**config.mk**
```make
export PLATFORM = sky130hd
export DESIGN_NAME = tracked_target_selector_core
export DESIGN_NICKNAME = d
export VERILOG_FILES = /design/src/rtl/tts_pkg.sv /design/src/rtl/tracked_target_selector_core.sv /design/src/rtl/tts_cfg.sv /design/src/rtl/tts_mac.sv
export SDC_FILE = /design/constraint.sdc
export NUM_CORES = 2
export LEC_CHECK = 0
export BUFFER_PORTS_ARGS = -buffer_cell sky130_fd_sc_hd__clkbuf_2
export CAP_MARGIN = 20
export CORE_UTILIZATION = 63
export CTS_CLUSTER_DIAMETER = 30
export CTS_CLUSTER_SIZE = 8
export DETAILED_ROUTE_END_ITERATION = 6
export GPL_ROUTABILITY_DRIVEN = 0
export GPL_TIMING_DRIVEN = 0
export PLACE_DENSITY = 0.78
export SYNTH_ARGS = -nofsm -noshare
export SYNTH_HDL_FRONTEND = slang
export SYNTH_SLANG_ARGS = --single-unit
export TNS_END_PERCENT = 50
```
**constraint.sdc**
```tcl
create_clock -name clk -period 37.9 [get_ports clk]
set_clock_uncertainty 0.15 [all_clocks]
set_input_delay 7.58 -clock clk [delete_from_list [all_inputs] [get_ports clk]]
set_output_delay 7.58 -clock clk [all_outputs]
set_load 0.01 [all_outputs]
```
**src/rtl/tts_pkg.sv**
```systemverilog
`timescale 1ns / 1ps

package tts_pkg;

    // Stream payload widths
    localparam int DATA_W = 64;
    localparam int OP_W   = 2;

    // Configuration port
    localparam int ADDR_W = 4;
    localparam int PDATA_W = 32;

    // Shared multiply-accumulate unit
    localparam int MAC_A_W = 32;
    localparam int MAC_B_W = 24;
    localparam int MAC_P_W = MAC_A_W + MAC_B_W;
    localparam int ACC_W   = 75;
    localparam int HI_W    = ACC_W - MAC_A_W;

    // Item kinds carried in tuser
    localparam logic [OP_W-1:0] OP_CUR    = 2'd0;
    localparam logic [OP_W-1:0] OP_STORED = 2'd1;
    localparam logic [OP_W-1:0] OP_EOF    = 2'd2;

    // Register indexes (byte address = 4 * index)
    localparam logic [1:0] REG_MIN_AREA = 2'd0;
    localparam logic [1:0] REG_CENTER_X = 2'd1;
    localparam logic [1:0] REG_CENTER_Y = 2'd2;

    // Register reset values
    localparam logic [23:0] MIN_AREA_RST = 24'd0;
    localparam logic [11:0] CENTER_X_RST = 12'd320;
    localparam logic [11:0] CENTER_Y_RST = 12'd240;

    // One box; id sits in the lowest bits of the packed word
    typedef struct packed {
        logic [11:0] h;
        logic [11:0] w;
        logic [11:0] y;
        logic [11:0] x;
        logic [15:0] id;
    } box_t;

    typedef struct packed {
        logic [23:0] min_area;
        logic [11:0] center_x;
        logic [11:0] center_y;
    } cfg_t;

    // Command to the multiply-accumulate unit
    typedef struct packed {
        logic [MAC_A_W-1:0] a;
        logic [MAC_B_W-1:0] b;
        logic               hi;     // product weighted by 2^32
        logic               accum;  // add to accumulator instead of load
    } mac_cmd_t;

endpackage

```
**src/rtl/tracked_target_selector_core.sv**
```systemverilog
`timescale 1ns / 1ps
// The single shared multiply-accumulate unit forms the area, the squared distance and both
// 75-bit cross products in turn, so a new box is taken only once the last is through. A
// current-frame box stops after its area if too small, after its distance if it is the first
// candidate, else after both cross products and the compare with the best. A stored box
// is taken in idle; an end-of-frame beat waits while an earlier result is held.
// Reset: rst_n clears the tracking, the per-frame state and the registers to their defaults.

module tracked_target_selector_core
    import tts_pkg::*;
(
    input  logic               clk,
    input  logic               rst_n,
    // APB configuration port
    input  logic               psel,
    input  logic               penable,
    input  logic               pwrite,
    input  logic [ADDR_W-1:0]  paddr,
    input  logic [PDATA_W-1:0] pwdata,
    output logic [PDATA_W-1:0] prdata,
    output logic               pready,
    // Input stream
    input  logic               s_tvalid,
    output logic               s_tready,
    input  logic [DATA_W-1:0]  s_tdata,   // box_id[15:0], box_x, box_y, box_width, box_height
    input  logic [OP_W-1:0]    s_tuser,   // op[1:0]
    // Output stream
    output logic               m_tvalid,
    input  logic               m_tready,
    output logic [DATA_W-1:0]  m_tdata,   // chosen_id[15:0], chosen_x, chosen_y,
                                          // chosen_width, chosen_height
    output logic               m_tuser    // found
);

    localparam logic [3:0] S_IDLE = 4'd0;
    localparam logic [3:0] S_AREA = 4'd1;
    localparam logic [3:0] S_DX   = 4'd2;
    localparam logic [3:0] S_DY   = 4'd3;
    localparam logic [3:0] S_DSQ  = 4'd4;
    localparam logic [3:0] S_N1   = 4'd5;
    localparam logic [3:0] S_N2   = 4'd6;
    localparam logic [3:0] S_B0   = 4'd7;
    localparam logic [3:0] S_B1   = 4'd8;
    localparam logic [3:0] S_B2   = 4'd9;
    localparam logic [3:0] S_CMP  = 4'd10;
    localparam logic [3:0] S_EOF  = 4'd11;

    cfg_t             cfg;
    mac_cmd_t         mac_cmd;
    logic [ACC_W-1:0] acc;

    logic [3:0]   state_reg;
    logic [3:0]   state_next;
    logic         tracking_valid_reg;
    logic [15:0]  tracked_id_reg;
    logic         frame_nonempty_reg;
    logic         match_seen_reg;
    logic         stored_match_seen_reg;
    logic         best_valid_reg;
    logic         m_tvalid_reg;

    box_t         box_reg;
    box_t         match_box_reg;
    box_t         best_box_reg;
    box_t         out_box_reg;
    logic [26:0]  best_dsq_reg;
    logic [23:0]  best_area_reg;
    logic [23:0]  area_reg;
    logic [26:0]  dsq_reg;
    logic [ACC_W-1:0] n_reg;
    logic [HI_W-MAC_A_W+MAC_A_W-MAC_B_W-1:0] thi_reg;

    box_t         in_box;
    logic         s_accept;
    logic         id_hit;
    logic         out_free;
    logic         result_due;
    logic         area_ok;
    logic         take;
    logic [12:0]  ctr_x;
    logic [12:0]  ctr_y;
    logic [13:0]  dx;
    logic [13:0]  dy;
    logic [12:0]  abs_dx;
    logic [12:0]  abs_dy;

    tts_cfg u_cfg (
        .clk     (clk),
        .rst_n   (rst_n),
        .psel    (psel),
        .penable (penable),
        .pwrite  (pwrite),
        .paddr   (paddr),
        .pwdata  (pwdata),
        .prdata  (prdata),
        .pready  (pready),
        .cfg     (cfg)
    );

    tts_mac u_mac (
        .clk (clk),
        .cmd (mac_cmd),
        .acc (acc)
    );

    assign in_box   = box_t'(s_tdata);
    assign s_tready = (state_reg == S_IDLE);
    assign s_accept = s_tvalid && s_tready;
    assign id_hit   = tracking_valid_reg && (in_box.id == tracked_id_reg);
    assign out_free = !m_tvalid_reg || m_tready;
    assign area_ok  = acc[23:0] > cfg.min_area;
    assign take     = n_reg < acc;
    assign result_due = frame_nonempty_reg &&
                        (match_seen_reg || (!stored_match_seen_reg && best_valid_reg));

    // Offset of the box center from the frame center
    always_comb
    begin
        ctr_x  = {1'b0, box_reg.x} + {2'b0, box_reg.w[11:1]};
        ctr_y  = {1'b0, box_reg.y} + {2'b0, box_reg.h[11:1]};
        dx     = {2'b0, cfg.center_x} - {1'b0, ctr_x};
        dy     = {2'b0, cfg.center_y} - {1'b0, ctr_y};
        abs_dx = dx[13] ? 13'(-dx) : dx[12:0];
        abs_dy = dy[13] ? 13'(-dy) : dy[12:0];
    end

    // Drive the shared unit for each step
    always_comb
    begin
        mac_cmd.a     = {20'd0, box_reg.w};
        mac_cmd.b     = {12'd0, box_reg.h};
        mac_cmd.hi    = 1'b0;
        mac_cmd.accum = 1'b0;
        case (state_reg)
            S_DX:
            begin
                mac_cmd.a = {19'd0, abs_dx};
                mac_cmd.b = {11'd0, abs_dx};
            end
            S_DY:
            begin
                mac_cmd.a     = {19'd0, abs_dy};
                mac_cmd.b     = {11'd0, abs_dy};
                mac_cmd.accum = 1'b1;
            end
            S_DSQ:
            begin
                mac_cmd.a = {5'd0, acc[26:0]};
                mac_cmd.b = best_area_reg;
            end
            S_N1:
            begin
                mac_cmd.a = acc[MAC_A_W-1:0];
                mac_cmd.b = best_area_reg;
            end
            S_N2:
            begin
                mac_cmd.a     = {13'd0, thi_reg};
                mac_cmd.b     = best_area_reg;
                mac_cmd.hi    = 1'b1;
                mac_cmd.accum = 1'b1;
            end
            S_B0:
            begin
                mac_cmd.a = {5'd0, best_dsq_reg};
                mac_cmd.b = area_reg;
            end
            S_B1:
            begin
                mac_cmd.a = acc[MAC_A_W-1:0];
                mac_cmd.b = area_reg;
            end
            S_B2:
            begin
                mac_cmd.a     = {13'd0, thi_reg};
                mac_cmd.b     = area_reg;
                mac_cmd.hi    = 1'b1;
                mac_cmd.accum = 1'b1;
            end
            default: ;
        endcase
    end

    // Advance the sequencer
    always_comb
    begin
        state_next = state_reg;
        case (state_reg)
            S_IDLE:
            begin
                if (s_accept)
                begin
                    case (s_tuser)
                        OP_CUR:  state_next = S_AREA;
                        OP_EOF:  state_next = S_EOF;
                        default: state_next = S_IDLE;
                    endcase
                end
            end
            S_AREA: state_next = S_DX;
            S_DX:   state_next = area_ok ? S_DY : S_IDLE;
            S_DY:   state_next = S_DSQ;
            S_DSQ:  state_next = best_valid_reg ? S_N1 : S_IDLE;
            S_N1:   state_next = S_N2;
            S_N2:   state_next = S_B0;
            S_B0:   state_next = S_B1;
            S_B1:   state_next = S_B2;
            S_B2:   state_next = S_CMP;
            S_CMP:  state_next = S_IDLE;
            S_EOF:  state_next = out_free ? S_IDLE : S_EOF;
            default: state_next = S_IDLE;
        endcase
    end

    // Control state: tracking, per-frame flags, output valid
    always_ff @(posedge clk or negedge rst_n)
    begin
        if (!rst_n)
        begin
            state_reg             <= S_IDLE;
            tracking_valid_reg    <= 1'b0;
            tracked_id_reg        <= '0;
            frame_nonempty_reg    <= 1'b0;
            match_seen_reg        <= 1'b0;
            stored_match_seen_reg <= 1'b0;
            best_valid_reg        <= 1'b0;
            m_tvalid_reg          <= 1'b0;
        end
        else
        begin
            state_reg <= state_next;
            // Raise the result beat at end of frame, drop it once taken
            if ((state_reg == S_EOF) && out_free && result_due)
                m_tvalid_reg <= 1'b1;
            else if (m_tready)
                m_tvalid_reg <= 1'b0;
            case (state_reg)
                S_IDLE:
                begin
                    if (s_accept)
                    begin
                        case (s_tuser)
                            OP_CUR:
                            begin
                                frame_nonempty_reg <= 1'b1;
                                if (id_hit)
                                    match_seen_reg <= 1'b1;
                            end
                            OP_STORED:
                            begin
                                if (id_hit)
                                    stored_match_seen_reg <= 1'b1;
                            end
                            default: ;
                        endcase
                    end
                end
                S_DSQ:
                begin
                    best_valid_reg <= 1'b1;
                end
                S_EOF:
                begin
                    if (out_free)
                    begin
                        if (frame_nonempty_reg && !match_seen_reg &&
                            !stored_match_seen_reg && best_valid_reg)
                        begin
                            tracking_valid_reg <= 1'b1;
                            tracked_id_reg     <= best_box_reg.id;
                        end
                        frame_nonempty_reg    <= 1'b0;
                        match_seen_reg        <= 1'b0;
                        stored_match_seen_reg <= 1'b0;
                        best_valid_reg        <= 1'b0;
                    end
                end
                default: ;
            endcase
        end
    end

    // Payload: boxes, intermediate products, output beat
    always_ff @(posedge clk)
    begin
        case (state_reg)
            S_IDLE:
            begin
                if (s_accept && (s_tuser == OP_CUR))
                begin
                    box_reg <= in_box;
                    if (id_hit && !match_seen_reg)
                        match_box_reg <= in_box;
                end
            end
            S_DX:
            begin
                area_reg <= acc[23:0];
            end
            S_DSQ:
            begin
                dsq_reg <= acc[26:0];
                if (!best_valid_reg)
                begin
                    best_box_reg  <= box_reg;
                    best_dsq_reg  <= acc[26:0];
                    best_area_reg <= area_reg;
                end
            end
            S_N1:
            begin
                thi_reg <= acc[50:MAC_A_W];
            end
            S_B0:
            begin
                n_reg <= acc;
            end
            S_B1:
            begin
                thi_reg <= acc[50:MAC_A_W];
            end
            S_CMP:
            begin
                // Replace the best only on a strictly smaller ratio
                if (take)
                begin
                    best_box_reg  <= box_reg;
                    best_dsq_reg  <= dsq_reg;
                    best_area_reg <= area_reg;
                end
            end
            S_EOF:
            begin
                if (out_free)
                    out_box_reg <= match_seen_reg ? match_box_reg : best_box_reg;
            end
            default: ;
        endcase
    end

    assign m_tvalid = m_tvalid_reg;
    assign m_tdata  = out_box_reg;
    // Every emitted beat reports a found target
    assign m_tuser  = 1'b1;

`ifndef ASSERT_OFF
    a_out_from_eof: assert property (@(posedge clk) disable iff (!rst_n)
        $rose(m_tvalid_reg) |-> $past(state_reg == S_EOF))
        else $error("result beat raised outside end-of-frame step");

    a_best_in_frame: assert property (@(posedge clk) disable iff (!rst_n)
        best_valid_reg |-> frame_nonempty_reg)
        else $error("best candidate held in an empty frame");

    a_match_tracked: assert property (@(posedge clk) disable iff (!rst_n)
        match_seen_reg |-> tracking_valid_reg)
        else $error("match seen with nothing tracked");

    a_id_at_eof: assert property (@(posedge clk) disable iff (!rst_n)
        !$stable(tracked_id_reg) |-> $past(state_reg == S_EOF))
        else $error("tracked id changed outside end-of-frame step");
`endif

endmodule

```
**src/rtl/tts_cfg.sv**
```systemverilog
`timescale 1ns / 1ps

module tts_cfg
    import tts_pkg::*;
(
    input  logic               clk,
    input  logic               rst_n,
    input  logic               psel,
    input  logic               penable,
    input  logic               pwrite,
    input  logic [ADDR_W-1:0]  paddr,
    input  logic [PDATA_W-1:0] pwdata,
    output logic [PDATA_W-1:0] prdata,
    output logic               pready,
    output cfg_t               cfg
);

    cfg_t       cfg_reg;
    logic       wr_en;
    logic [1:0] reg_idx;

    assign pready  = 1'b1;
    assign wr_en   = psel && penable && pwrite && pready;
    assign reg_idx = paddr[3:2];
    assign cfg     = cfg_reg;

    // Write the addressed register
    always_ff @(posedge clk or negedge rst_n)
    begin
        if (!rst_n)
        begin
            cfg_reg.min_area <= MIN_AREA_RST;
            cfg_reg.center_x <= CENTER_X_RST;
            cfg_reg.center_y <= CENTER_Y_RST;
        end
        else if (wr_en)
        begin
            case (reg_idx)
                REG_MIN_AREA: cfg_reg.min_area <= pwdata[23:0];
                REG_CENTER_X: cfg_reg.center_x <= pwdata[11:0];
                REG_CENTER_Y: cfg_reg.center_y <= pwdata[11:0];
                default: ;
            endcase
        end
    end

    // Read back the addressed register
    always_comb
    begin
        case (reg_idx)
            REG_MIN_AREA: prdata = {8'd0, cfg_reg.min_area};
            REG_CENTER_X: prdata = {20'd0, cfg_reg.center_x};
            REG_CENTER_Y: prdata = {20'd0, cfg_reg.center_y};
            default:      prdata = '0;
        endcase
    end

endmodule

```
**src/rtl/tts_mac.sv**
```systemverilog
`timescale 1ns / 1ps

module tts_mac
    import tts_pkg::*;
(
    input  logic             clk,
    input  mac_cmd_t         cmd,
    output logic [ACC_W-1:0] acc
);

    logic [ACC_W-1:0]   acc_reg;
    logic [ACC_W-1:0]   acc_next;
    logic [MAC_P_W-1:0] prod;
    logic [ACC_W-1:0]   term;

    // Multiply, align the partial product, then load or accumulate
    always_comb
    begin
        prod = cmd.a * cmd.b;
        if (cmd.hi)
            term = {prod[HI_W-1:0], {MAC_A_W{1'b0}}};
        else
            term = {{(ACC_W-MAC_P_W){1'b0}}, prod};
        if (cmd.accum)
            acc_next = acc_reg + term;
        else
            acc_next = term;
    end

    always_ff @(posedge clk)
    begin
        acc_reg <= acc_next;
    end

    assign acc = acc_reg;

endmodule
```
# Yosys cells after proc, flatten, opt, wreduce, memory -nomap -nowiden
# Cells that the tools add are included.
# word_totals
reg_bits	601
input_bits	109
wordCells	149
# op_classes
n_eq_ne	23
n_mux	38
mul	1
magnitude_cmp	2
addsub	7
reduce_logical	40
# op_table
cell	n
$pmux W56 S8	1
$mux W64	3
$mux W75	2
$pmux W64 S2	1
$add A75 B75 Y75	1
$lt A75 B75 Y1	1
$pmux W24 S3	1
$mul A32 B24 Y56	1
$mux W27	2
$pmux W27 S2	1
$mux W24	2
$pmux W24 S2	1
$pmux W4 S11	1
$sub A12 B13 Y14	2
$add A12 B11 Y13	2
$mux W13	2
$neg A13 Y13	2
$gt A24 B24 Y1	1
$eq A16 B16 Y1	1
$eq A4 B3 Y1 const B	4
$eq A4 B4 Y1 const B	4
$logic_and A1 B1 Y1	13
$mux W1	12
$reduce_and A2 Y1	6
21 further kinds	44

# Depth between registers and ports, before layout
# logic_depth
ltp_word	9
mapped_depth	57
depth_no_buf	53

# Modules after synthesis
# From an unflattened synthesis, not the netlist that was laid out.
# hier_totals
cells_unflattened	5541
hier_area_um2	56766.9
# by_module_without_submodules
mod	instances	cells_per_inst	area_per_inst_um2
tts_mac	1	3829	32536.2
tracked_target_selector_core	1	1541	21968.6
tts_cfg	1	171	2262.2

# Least setup slack after synthesis
# No wires, ideal clock.
# synth_path
path_kind	input to output
start	input port paddr[2]
end	output port prdata[0]
t_arrival_ps	8766
t_required_ps	30170
setup_slack_ps	21404
path_buffers	2
cell_stages	4
cell_sequence	clkbuf_1 clkbuf_1 mux2i_1 o21ai_0
# synth_between
elab_chain_cells	2
elab_cells_between_ends	4
# synth_rtl
item	line_no	text
start: declaration	tracked_target_selector_core.sv:18	input logic [ADDR_W-1:0] paddr,
$eq A2 B2 Y1 (tied with other cells)	tts_cfg.sv:50	case (reg_idx)
$pmux W24 S3 (*)	tts_cfg.sv:50	
end: declaration	tracked_target_selector_core.sv:20	output logic [PDATA_W-1:0] prdata,
# Mark *: on every way between the ends. The rest lies on a longest branch, timed or not.

# Worst setup path after layout
# layout_path
start	input port paddr[2]
end	output port prdata[1]
# The elaborated chain is that of the path after synthesis.

==> run_results.csv <==
group,metric,value,unit
placement,io_buffers,186,
outcome,status,"complete, but fails checks",
synth,yosysSeqAreaShare,30.5,%
global_routing,antenna_found_initial,4,
global_routing,grt_pass1_wl,273000,um
global_routing,grt_max_degree,68,
critical_path,cp_data_arrival_time,9.33,ns
cts,h-tree-depth,3,
global_routing,grt_pass1_vias,45000,
cells_and_area,area_growth,11.1,%
synth,yosys.area.top_type_share,24.5,%
synth,yosysMostFrequentCell,"inv_1",
synth,syn_inst,5636,
cells_and_area,drive_gt1_share,8.93,%
global_routing,grt_usage,41.2,%
synth,synth_area,55600,sq um
cts,ctsRootBufferMaster,"clkbuf_16",
die,die_y,299,um
detailed_routing,drtAntennaViolNets,0,
outcome,violations,"design-rule violations",
global_routing,grt_overflow,0,
sta,tightest_slew,1.43,ns
sta,fmax,58.6,MHz
cts,ctsHoldBuffers,0,
synth,ys_top_cells_by_count,"inv_1 (991), nand2_1 (753), fa_1 (681), edfxtp_1 (452), nor2_1 (408)",
detailed_routing,viasPerCell,6.22,
synth,synth-main-ff-cell,"edfxtp_1",
synth,synth_cell_types,88,
cells_and_area,layout.nets,7137,
die,dieArea,89400,sq um
cts,clk_path_buf_depth,3,
synth,synth-seq-cells,601,
cts,clkTransAtPathRegs,0.05,ns
synth,synth.top_cells.by_area,"fa_1 (25%), edfxtp_1 (24%), ha_1 (8.7%)",
sta,slew_headroom,4.58,%
die,coreArea,87000,sq um
die,num_rows,108,
critical_path,crit_path_start_kind,"input port",
cts,cts_buffers,103,
cts,cts_setup_buffers,0,
sta,rsz0062_at_grt,"no",
detailed_routing,wirelength,181000,um
synth,syn_area_per_cell,9.86,sq um
detailed_routing,drtIter0Drc,5789,
die,start_util,63.9,%
sta,min_period,17.06,ns
detailed_routing,firstDrtPassIters,7,
sta,finalSetupTns,0,ns
sta,finalCritPeriodShare,45.0,%
cts,clock_latency,0.68,ns
cts,cts.sinks,601,
synth,synth-edff-count,452,
synth,ys_async_sr_fraction,12.3,%
sta,setup_viol,0,
sta,slew_violations,0,
sta,hold_violations,0,
critical_path,cp_max_fo,10,
synth,ys.warnings.count,0,
job,maxCapViolations,0,
placement,detailed_place_hpwl,140000,um
detailed_routing,routedWlPerCell,25.2,um
synth,yosysTopAreaCell,"fa_1",
cts,post_cts_resized,0,
die,io_pins,209,
cts,cts_tree,"built",
critical_path,cp-end-kind,"output port",
critical_path,worstSetupPathType,"in2out",
hold_path,hold_path_class,"reg2reg",
die,die_w,299,um
critical_path,cp.required,30.17,ns
detailed_routing,num_vias,44800,
detailed_routing,drc,3,
[final cells by class]
cell class | count | area [sq um]
multi-input cells | 3800 | 33900
clock buffers | 160 | 2940
repair buffers | 211 | 1340
clock inverters | 32 | 394
inverters | 992 | 3730
plain buffers | 251 | 1050
flip-flops and latches | 601 | 16900
diodes | 3 | 7.51
fillers | 6154 | 25300
well taps | 1155 | 1450
[per-layer routing]
| metal | routed length (um) | vias to the layer above | GRT usage [%] |
|---|---|---|---|
| met5 | 12 | - | 0.212 |
| met4 | 15100 | 2 | 27.4 |
| met3 | 25800 | 828 | 14.0 |
| met2 | 78500 | 3385 | 61.7 |
| met1 | 61900 | 21600 | 50.8 |
| li1 | - | 19000 | - |
[worst max-delay path, cell delays in order]
cell and delay, ns:
clkbuf_1 0.41, clkbuf_1 0.62, mux2i_1 0.20, o21ai_0 0.30
clkbuf_2 0.21
[placed cells by master (no fill, tap or decap), types with 68 or more instances in the layout]
master / synthesis / layout
ha_1: 387 / 387
dfxtp_1: 75 / 75
clkbuf_16: 0 / 106
nand2_1: 753 / 753
xor2_1: 71 / 71
dfrtp_1: 68 / 68
a21o_1: 146 / 146
xnor2_1: 110 / 110
o21ai_0: 207 / 207
inv_1: 991 / 990
fa_1: 681 / 681
clkbuf_1: 206 / 251
a21oi_1: 227 / 226
mux2_2: 103 / 103
nor2_1: 408 / 407
edfxtp_1: 452 / 452
clkbuf_2: 0 / 186
[worst paths after layout]
kind,startpoint,end,slack [ns],depth (start not counted)
max in group asynchronous,rst_n,u_cfg.cfg[6],30.21,2
min in group asynchronous,rst_n,u_cfg.cfg[10],6.73,1
min reg2reg,box_reg[10],best_box_reg[10],0.28,0
max reg2reg,u_cfg.cfg[14],u_mac.acc[72],21.27,52
min,box_reg[10],best_box_reg[10],0.28,0
max,paddr[2],prdata[1],20.84,5
[stage by stage]
| step | cell area, sq um | setup WS [ns] | util (%) | hold WS, ns | std cells |
|---|---|---|---|---|---|
| 3_5_place_dp | 58400 | 20.90 | 67.1 | 0.256 | 7007 |
| 3_3_place_gp | 58000 | 19.43 | 66.6 | 0.252 | 6985 |
| 6_report | 61800 | 20.84 | 71.0 | 0.280 | 7205 |
| 2_1_floorplan | 55600 | 21.40 | - | 0.250 | 5644 |
| 5_1_grt | 61800 | 20.77 | 71.0 | 0.291 | 7204 |
| 4_1_cts | 61700 | 20.88 | 70.9 | 0.279 | 7199 |
[cell families after synthesis]
family / count (synthesis) / synth area share, %
compound gates: 905 / 10.6
xor+xnor: 181 / 2.85
fa+ha+maj: 1068 / 33.2
buf+inv: 1243 / 8.58
flops: 601 / 30.5
mux: 125 / 2.48
other cells: 2 / 0.0135
simple gates: 1511 / 11.7
Power is not shown: default switching activity piles up to over one toggle a cycle in this logic, so the estimate is an artifact.
